## config.mk

```make
export PLATFORM = sky130hd
export DESIGN_NAME = transfer_ring_producer
export DESIGN_NICKNAME = d
export VERILOG_FILES = /design/src/trp_pkg.sv /design/src/transfer_ring_producer.sv
export SDC_FILE = /design/constraint.sdc
export NUM_CORES = 2
export LEC_CHECK = 0
export BUFFER_PORTS_ARGS = -buffer_cell sky130_fd_sc_hd__buf_2
export CAP_MARGIN = 20
export CORE_ASPECT_RATIO = 1.2
export CORE_UTILIZATION = 50
export DETAILED_ROUTE_END_ITERATION = 8
export PLACE_DENSITY = 0.77
export SLEW_MARGIN = 15
export SYNTH_ARGS = -nofsm -noshare
export SYNTH_HDL_FRONTEND = slang
export SYNTH_SLANG_ARGS = --single-unit
```

## constraint.sdc

```tcl
create_clock -name clk -period 9.7 [get_ports clk]
set_input_delay 0.485 -clock clk [delete_from_list [all_inputs] [get_ports clk]]
set_output_delay 0.485 -clock clk [all_outputs]
set_load 0.005 [all_outputs]
```

## src/trp_pkg.sv

```systemverilog
// Shared types and constants for the transfer ring producer.
package trp_pkg;

  localparam int RING_MAX    = 256;
  localparam int MAX_REQ_LEN = 8;
  localparam int IDX_W       = $clog2(RING_MAX);
  localparam int LEN_W       = 4;
  localparam int TAG_W       = 8;
  localparam int ADDR_W      = 64;
  localparam int SLOTS_W     = 9;
  localparam int ENTRY_SHIFT = 4;   // 16-byte ring entries

  typedef enum logic {
    OP_INSERT   = 1'b0,
    OP_COMPLETE = 1'b1
  } op_t;

  localparam logic [1:0] STATUS_OK      = 2'd0;
  localparam logic [1:0] STATUS_FULL    = 2'd1;
  localparam logic [1:0] STATUS_NO_PEND = 2'd2;

  localparam logic [0:0] REG_RING_SLOTS = 1'b0;
  localparam logic [0:0] REG_RING_BASE  = 1'b1;

  typedef struct packed {
    logic              op;
    logic [TAG_W-1:0]  req_tag;
    logic [LEN_W-1:0]  req_len;
    logic [ADDR_W-1:0] entry_addr;
  } in_item_t;

  typedef struct packed {
    logic [1:0]       status;
    logic [7:0]       slot_index;
    logic             cycle_value;
    logic             is_link;
    logic [TAG_W-1:0] owner_tag;
    logic             last;
  } out_item_t;

  typedef struct packed {
    logic [LEN_W-1:0] len;
    logic [TAG_W-1:0] tag;
  } owner_t;

  typedef enum logic [1:0] {
    S_IDLE,
    S_CHECK,
    S_INSERT,
    S_COMPLETE
  } state_t;

endpackage

```

## src/transfer_ring_producer.sv

```systemverilog
// Transfer ring producer: slot allocation, cycle bit and owner tracking for a linked ring.
//
// Ring producer for a command/transfer ring whose last slot is a link entry.
// An insert transfer asks for req_len slots for request req_tag; if it fits in
// ring_slots-1 usable slots (and req_len is at most MAX_REQ_LEN) the block
// produces one result per slot written, carrying the slot index and the
// current cycle bit, plus one link result (is_link=1, owner_tag 0) whenever the
// write index stands on the link slot, after which the index wraps to 0 and the
// cycle bit flips. Otherwise a single ring-full result comes back. A zero
// length insert returns one ok result and changes nothing. A completion
// transfer gives an entry address; slot = (entry_addr - ring_base) >> 4, and
// the owner recorded for that slot releases its length from the pending count.
// Completion with nothing pending or a slot past the usable range returns
// status 2. Completing a slot that was never written returns undefined tag.
// The last result of every input has last=1. Ring size is clamped to
// 2..RING_MAX. An insert goes through S_CHECK and then S_INSERT, where the write
// loop feeds the single result register one slot per cycle while the output is
// not stalled, plus a link result at the link slot; a completion reads the owner
// memory (registered read) ahead of S_COMPLETE. A new input is taken as soon as
// the previous one has placed its last result in the output register, so the
// next item can be accepted while that result still waits for out_ready.
// Configuration writes must only be issued while the block is idle.
module transfer_ring_producer (
  input  logic                clk,
  input  logic                rst,
  input  logic                in_valid,
  output logic                in_ready,
  input  trp_pkg::in_item_t   in_item,
  output logic                out_valid,
  input  logic                out_ready,
  output trp_pkg::out_item_t  out_item,
  input  logic                cfg_we,
  input  logic [0:0]          cfg_index,
  input  logic [63:0]         cfg_data
);
  import trp_pkg::*;

  // Control and configuration state
  state_t            state, state_next;
  logic [IDX_W-1:0]  size_m1;      // usable slots = index of the link slot
  logic [ADDR_W-1:0] ring_base;
  logic [IDX_W-1:0]  write_index, write_index_next;
  logic              cycle_state, cycle_state_next;
  logic [IDX_W-1:0]  pending_count, pending_count_next;
  logic [LEN_W-1:0]  done_count, done_count_next;

  // Held input item and completion slot
  in_item_t          item;
  logic [IDX_W-1:0]  cmp_slot, cmp_slot_next;

  // Owner memory, one entry per slot, registered read
  owner_t            slot_owner [RING_MAX];
  owner_t            owner_rdata;
  logic              mem_we, mem_re;
  logic [IDX_W-1:0]  mem_raddr;
  owner_t            mem_wdata;

  // Result register
  logic              emit;
  out_item_t         result;
  logic              can_emit;

  // Combinational helpers
  logic [IDX_W:0]        need;
  logic                  full;
  logic [ADDR_W-1:0]     diff;
  logic                  bad_slot;
  logic [IDX_W-1:0]      olen;
  logic [SLOTS_W-1:0]    slots_wr;

  assign can_emit = !out_valid || out_ready;
  assign in_ready = (state == S_IDLE);

  assign need = {1'b0, pending_count} + (IDX_W+1)'(item.req_len);
  assign full = (32'(item.req_len) > 32'(MAX_REQ_LEN)) || (need > {1'b0, size_m1});

  assign diff     = item.entry_addr - ring_base;
  assign bad_slot = (|diff[ADDR_W-1:ENTRY_SHIFT+IDX_W])
                    || (diff[ENTRY_SHIFT+IDX_W-1:ENTRY_SHIFT] >= size_m1);
  assign olen     = IDX_W'(owner_rdata.len);
  assign slots_wr = cfg_data[SLOTS_W-1:0];

  // Configuration registers; size is clamped when written
  always_ff @(posedge clk) begin
    if (rst) begin
      size_m1   <= IDX_W'(RING_MAX - 1);
      ring_base <= '0;
    end else if (cfg_we) begin
      case (cfg_index)
        REG_RING_SLOTS: begin
          if (slots_wr < SLOTS_W'(2)) begin
            size_m1 <= IDX_W'(1);
          end else if (32'(slots_wr) > 32'(RING_MAX)) begin
            size_m1 <= IDX_W'(RING_MAX - 1);
          end else begin
            size_m1 <= IDX_W'(slots_wr - SLOTS_W'(1));
          end
        end
        REG_RING_BASE: ring_base <= cfg_data;
        default: ;
      endcase
    end
  end

  // State registers
  always_ff @(posedge clk) begin
    if (rst) begin
      state         <= S_IDLE;
      write_index   <= '0;
      cycle_state   <= 1'b1;
      pending_count <= '0;
      done_count    <= '0;
    end else begin
      state         <= state_next;
      write_index   <= write_index_next;
      cycle_state   <= cycle_state_next;
      pending_count <= pending_count_next;
      done_count    <= done_count_next;
    end
  end

  // Payload holding registers
  always_ff @(posedge clk) begin
    if (in_valid && in_ready) begin
      item <= in_item;
    end
    cmp_slot <= cmp_slot_next;
  end

  // Owner memory
  always_ff @(posedge clk) begin
    if (mem_we) begin
      slot_owner[write_index] <= mem_wdata;
    end
    if (mem_re) begin
      owner_rdata <= slot_owner[mem_raddr];
    end
  end

  // Output register
  always_ff @(posedge clk) begin
    if (rst) begin
      out_valid <= 1'b0;
    end else if (emit) begin
      out_valid <= 1'b1;
    end else if (out_ready) begin
      out_valid <= 1'b0;
    end
  end

  always_ff @(posedge clk) begin
    if (emit) begin
      out_item <= result;
    end
  end

  // Next state and outputs
  always_comb begin
    state_next         = state;
    write_index_next   = write_index;
    cycle_state_next   = cycle_state;
    pending_count_next = pending_count;
    done_count_next    = done_count;
    cmp_slot_next      = cmp_slot;
    emit               = 1'b0;
    result             = '0;
    mem_we             = 1'b0;
    mem_re             = 1'b0;
    mem_raddr          = diff[ENTRY_SHIFT+IDX_W-1:ENTRY_SHIFT];
    mem_wdata          = '{len: item.req_len, tag: item.req_tag};

    case (state)
      S_IDLE: begin
        if (in_valid) begin
          state_next = S_CHECK;
        end
      end

      S_CHECK: begin
        if (item.op == OP_INSERT) begin
          if (full || item.req_len == '0) begin
            // ring full or zero length: one result, nothing changes
            if (can_emit) begin
              emit               = 1'b1;
              result.status      = full ? STATUS_FULL : STATUS_OK;
              result.slot_index  = 8'(write_index);
              result.cycle_value = cycle_state;
              result.owner_tag   = item.req_tag;
              result.last        = 1'b1;
              state_next         = S_IDLE;
            end
          end else begin
            pending_count_next = need[IDX_W-1:0];
            done_count_next    = '0;
            state_next         = S_INSERT;
          end
        end else begin
          if (pending_count == '0 || bad_slot) begin
            if (can_emit) begin
              emit          = 1'b1;
              result.status = STATUS_NO_PEND;
              result.last   = 1'b1;
              state_next    = S_IDLE;
            end
          end else begin
            mem_re        = 1'b1;
            cmp_slot_next = mem_raddr;
            state_next    = S_COMPLETE;
          end
        end
      end

      S_INSERT: begin
        if (can_emit) begin
          emit               = 1'b1;
          result.status      = STATUS_OK;
          result.slot_index  = 8'(write_index);
          result.cycle_value = cycle_state;
          if (write_index >= size_m1) begin
            // link slot: wrap and flip the cycle bit
            result.is_link   = 1'b1;
            write_index_next = '0;
            cycle_state_next = !cycle_state;
          end else begin
            result.owner_tag = item.req_tag;
            mem_we           = 1'b1;
            write_index_next = write_index + IDX_W'(1);
            done_count_next  = done_count + LEN_W'(1);
            if (LEN_W'(done_count + LEN_W'(1)) == item.req_len) begin
              result.last = 1'b1;
              state_next  = S_IDLE;
            end
          end
        end
      end

      S_COMPLETE: begin
        if (can_emit) begin
          emit              = 1'b1;
          result.status     = STATUS_OK;
          result.slot_index = 8'(cmp_slot);
          result.owner_tag  = owner_rdata.tag;
          result.last       = 1'b1;
          pending_count_next = (olen > pending_count) ? '0 : pending_count - olen;
          state_next        = S_IDLE;
        end
      end

      default: begin
        state_next = S_IDLE;
      end
    endcase
  end

endmodule

```

==> results by group <==
Die
  – Core area: 260,300 um^2
  – I/O Pins: 170
  – Die ar.: 264,300 um^2
  – Die extent in x: 469.5 um
  – Initial Util: 0.5037
  – Die Ht: 563.0 um
  – # rows: 205

STA
  – Final hold vios: 0
  – Fin. max-slew vios: 115
  – Period utilization: 0.6826
  – Fmax: 151.0 MHz
  – Period minus WS final: 6.621 ns
  – Total negative setup slack: 0 ns
  – Final hold slack: 0.1148 ns
  – RSZ-0062 raised after global routing: no
  – Final Setup Violations: 0
  – Slew HR: -0.1794
  – Worst Tran Pin Value: 1.769 ns
  – Clk_skew: 0.06655 ns
  – Worst Slack Setup Final: 3.079 ns

Layout
  – Nets@finish: 7,217
  – Final core occ: 0.5707
  – Layout area overhead: 13.30%
  – Final std cells w/o fill: 10.60k
  – Layout cells sized above 1: 0.2706
  – Design area: 148,600 um^2
  – Fillers: 17.85k

Critical path
  – CP max stage cell: a2111oi_0
  – Setup crit start: ring_base[10]
  – Crit Path Max Fanout: 12
  – Worst EP arrival: 7.23 ns
  – Critical-path cell list: inv_1 > ha_1 > a21oi_1 > o21ai_1 > a21oi_1 > nand2_1 > xnor2_1 > inv_1 > ha_1 > inv_1 > o22ai_1 > a211oi_1 > nand4_1 > a2111oi_0 > nand4_1 > nor4_1 > nand4_1 > or4_1 > nor4_2 > nor3_1 > o21ai_1 > o21ai_2 > buf_6
  – Reg2reg start: ring_base[10]
  – Peak per-stage delay on the critical path: 0.61 ns
  – Startpoint type of the worst setup path: flip-flop
  – CP bufs+invs: 4
  – WP data required: 10.31 ns
  – Crit-path leading delay family: compound AO/OA/AOI/OAI gates
  – WS Path Type: flip-flop to flip-flop
  – Worst Setup End Kind: flip-flop

Run status
  – Failing checks: design-rule violations, max-slew violations
  – Status: finished with violations

Power and ir drop
  – Static Leak: 46.75 nW
  – Max VDD drop: 0.1760 mV
  – Power Total: 33.04 mW
  – PwrDens: 222.4 nW/um^2

CTS
  – # clock sinks: 3,286
  – CTS Buf Count: 306
  – Clk root buf: clkbuf_16
  – Resized Gates After CTS: 0
  – H-Tree Level Count: 5
  – Clk buf depth: 4
  – CTS tree: yes
  – Clock slew at reported path FFs: 0.06 ns
  – Clk Latency, worst-skew pair: 0.88 ns

Logic synthesis
  – Mapped Nets: 6,691
  – Mapped cell area: 131,100 um^2
  – Avg Inst Size Synth: 20.37 um^2
  – Synth cell types: 84
  – Post-synthesis sequential area ratio: 0.7452
  – Gate Count Post-Synth: 6,437
  – Seq cells post-synth: 3,286
  – Yosys warning count: 0
  – Ys async rst share: 0
  – EDFF count, synth: 3,190
  – Top_reg_cell synth: edfxtp_1

Global routing
  – First-pass GRT wire length: 505.2 mm
  – Antenna violations before repair: 14
  – Total GRT Usage: 0.2650
  – Largest net degree at the start of global routing: 243
  – Grt ovf: 0
  – Vias in the first global route: 71.14k

Place
  – Cell Area, Placed: 137,200 um^2
  – Post-DP HPWL: 199.7 mm
  – Gpl congestion: 0.9431
  – Placed cell count: 9,903
  – DP Worst Slack: 3.165 ns
  – Port Buffers: 169

Route
  – Post-route DRC: 1
  – 1st-iter DRT viols: 9,650
  – Post-DRT Antenna Nets: 0
  – Via-to-Cell Ratio: 6.559
  – Vias: 69.55k
  – Drt first pass iters: 9
  – DRT Wirelength: 355.8 mm
  – WL per Instance: 33.56 um

Run
  – Number of max-cap violations: 0

Min path
  – Hold path start: in_valid
  – Hold crit path type: primary input to flip-flop
worst paths after layout:
path / slack [ns] / endpoint / cells after the start
setup / recovery: 3.08 / out_item[3] / 23
hold / removal: 0.11 / state[1] / 4
setup reg to reg: 3.08 / out_item[3] / 23
hold reg to reg: 0.46 / ring_base[7] / 2
worst reg2reg max path: cells and delay by family (launching register included):
family | cells | cell delay [ns]
AO/OA/AOI/OAI | 8 | 2.18
AND/OR/NAND/NOR | 8 | 1.88
adder cells (fa/ha/maj) | 2 | 0.77
buffers and inverters | 4 | 0.64
XOR/XNOR | 1 | 0.54
flip-flops | 1 | 0.34
cells in the mapped netlist (8+ instances only):
library cell	number	area (um^2)
xor2_1	27	236.5
edfxtp_1	3190	95790
mux4_2	960	21620
and2_1	21	131.4
o211a_1	13	130.1
clkbuf_1	224	840.8
a21o_1	20	150.1
nor2_1	376	1411
buf_1	75	281.5
buf_2	54	270.3
and3_1	19	118.9
o21bai_1	8	60.06
xnor2_1	28	245.2
o21a_1	28	210.2
a31oi_1	35	219.0
a21oi_1	177	885.9
o22ai_1	56	350.3
nor2b_1	14	87.58
dfxtp_1	96	1922
a211oi_1	31	232.7
o31ai_1	11	82.58
o21ai_1	8	40.04
nor3_1	41	205.2
nor4_1	23	143.9
nand2_1	339	1272
nand3_1	33	165.2
a22oi_1	20	150.1
ha_1	105	1314
or4_1	12	90.09
or3_1	11	68.82
nand4_1	55	344.1
o21ai_0	69	345.3
o211ai_1	8	60.06
nand2b_1	22	137.6
inv_1	108	405.4
a221o_1	9	90.09
flip-flops by register name (all words and copies together) (netlist names), 8 cells and up:
register	count
owner_rdata	8
size_m1	8
write_index	8
slot_owner	3072
pending_count	8
ring_base	64
cmp_slot	8
out_item	21
item	77
final cells by class:
cell class,count,area (um^2),share of cell area
Timing Repair Buffer,572,4552,0.03064
Sequential cell,3286,97710,0.6577
Multi-Input combinational cell,2688,31970,0.2152
Inverter,109,416.7,0.002804
Clock inverter,148,1474,0.009921
Clock buffer,378,8149,0.05485
Tap cell,3415,4273,0.02876
Antenna cell,7,17.52,0.0001179
power by group:
group,leakage (nW),internal (mW),switching [mW]
logic,12.6,2.38,3.04
clock network,4.68,6.71,5.19
registers,29.5,15.7,0.0372
cell usage in the layout (no fill, tap or decap), types with 29 or more instances in the layout:
cell type,Yosys,layout
o21ai_0,69,68
nand4_1,55,55
a21oi_1,177,177
clkbuf_16,0,315
nor2_1,376,287
ha_1,105,105
buf_4,1,231
buf_2,54,168
clkbuf_1,224,60
mux4_2,960,960
edfxtp_1,3190,3190
nand3_1,33,29
nor2_2,0,89
nor3_1,41,40
a211oi_1,31,31
a31oi_1,35,35
o22ai_1,56,56
inv_1,108,108
clkinv_2,0,37
dlygate4sd3_1,0,141
dfxtp_1,96,96
clkinv_1,0,59
nand2_1,339,326
layer usage:
metal	track usage	vias to the layer above	wire (um)
li1	-	27660	-
met1	0.3268	36100	122200
met2	0.4382	4822	174700
met3	0.05395	961	35720
met4	0.1519	6	23210
met5	0	-	30
cells by family (layout without fill, tap and decap cells):
family	count (synthesis)	after routing	share of synthesized area
multiplexers	968	968	0.1655
flip-flops	3286	3286	0.7452
buffers and inverters	463	1207	0.01380
AND/OR/NAND/NOR	997	997	0.03376
other	0	7	0
adder cells (fa/ha/maj)	107	107	0.01032
XOR/XNOR	55	55	0.003674
AO/OA/AOI/OAI	561	561	0.02778
what timing repair did:
| item | in CTS | in global routing |
|---|---|---|
| hold buffers | 141 | 0 |
| hold endpoints to repair | 142 | 0 |
| setup buffers | 0 | 0 |
No activity file was read; power rests on OpenSTA's default activity.
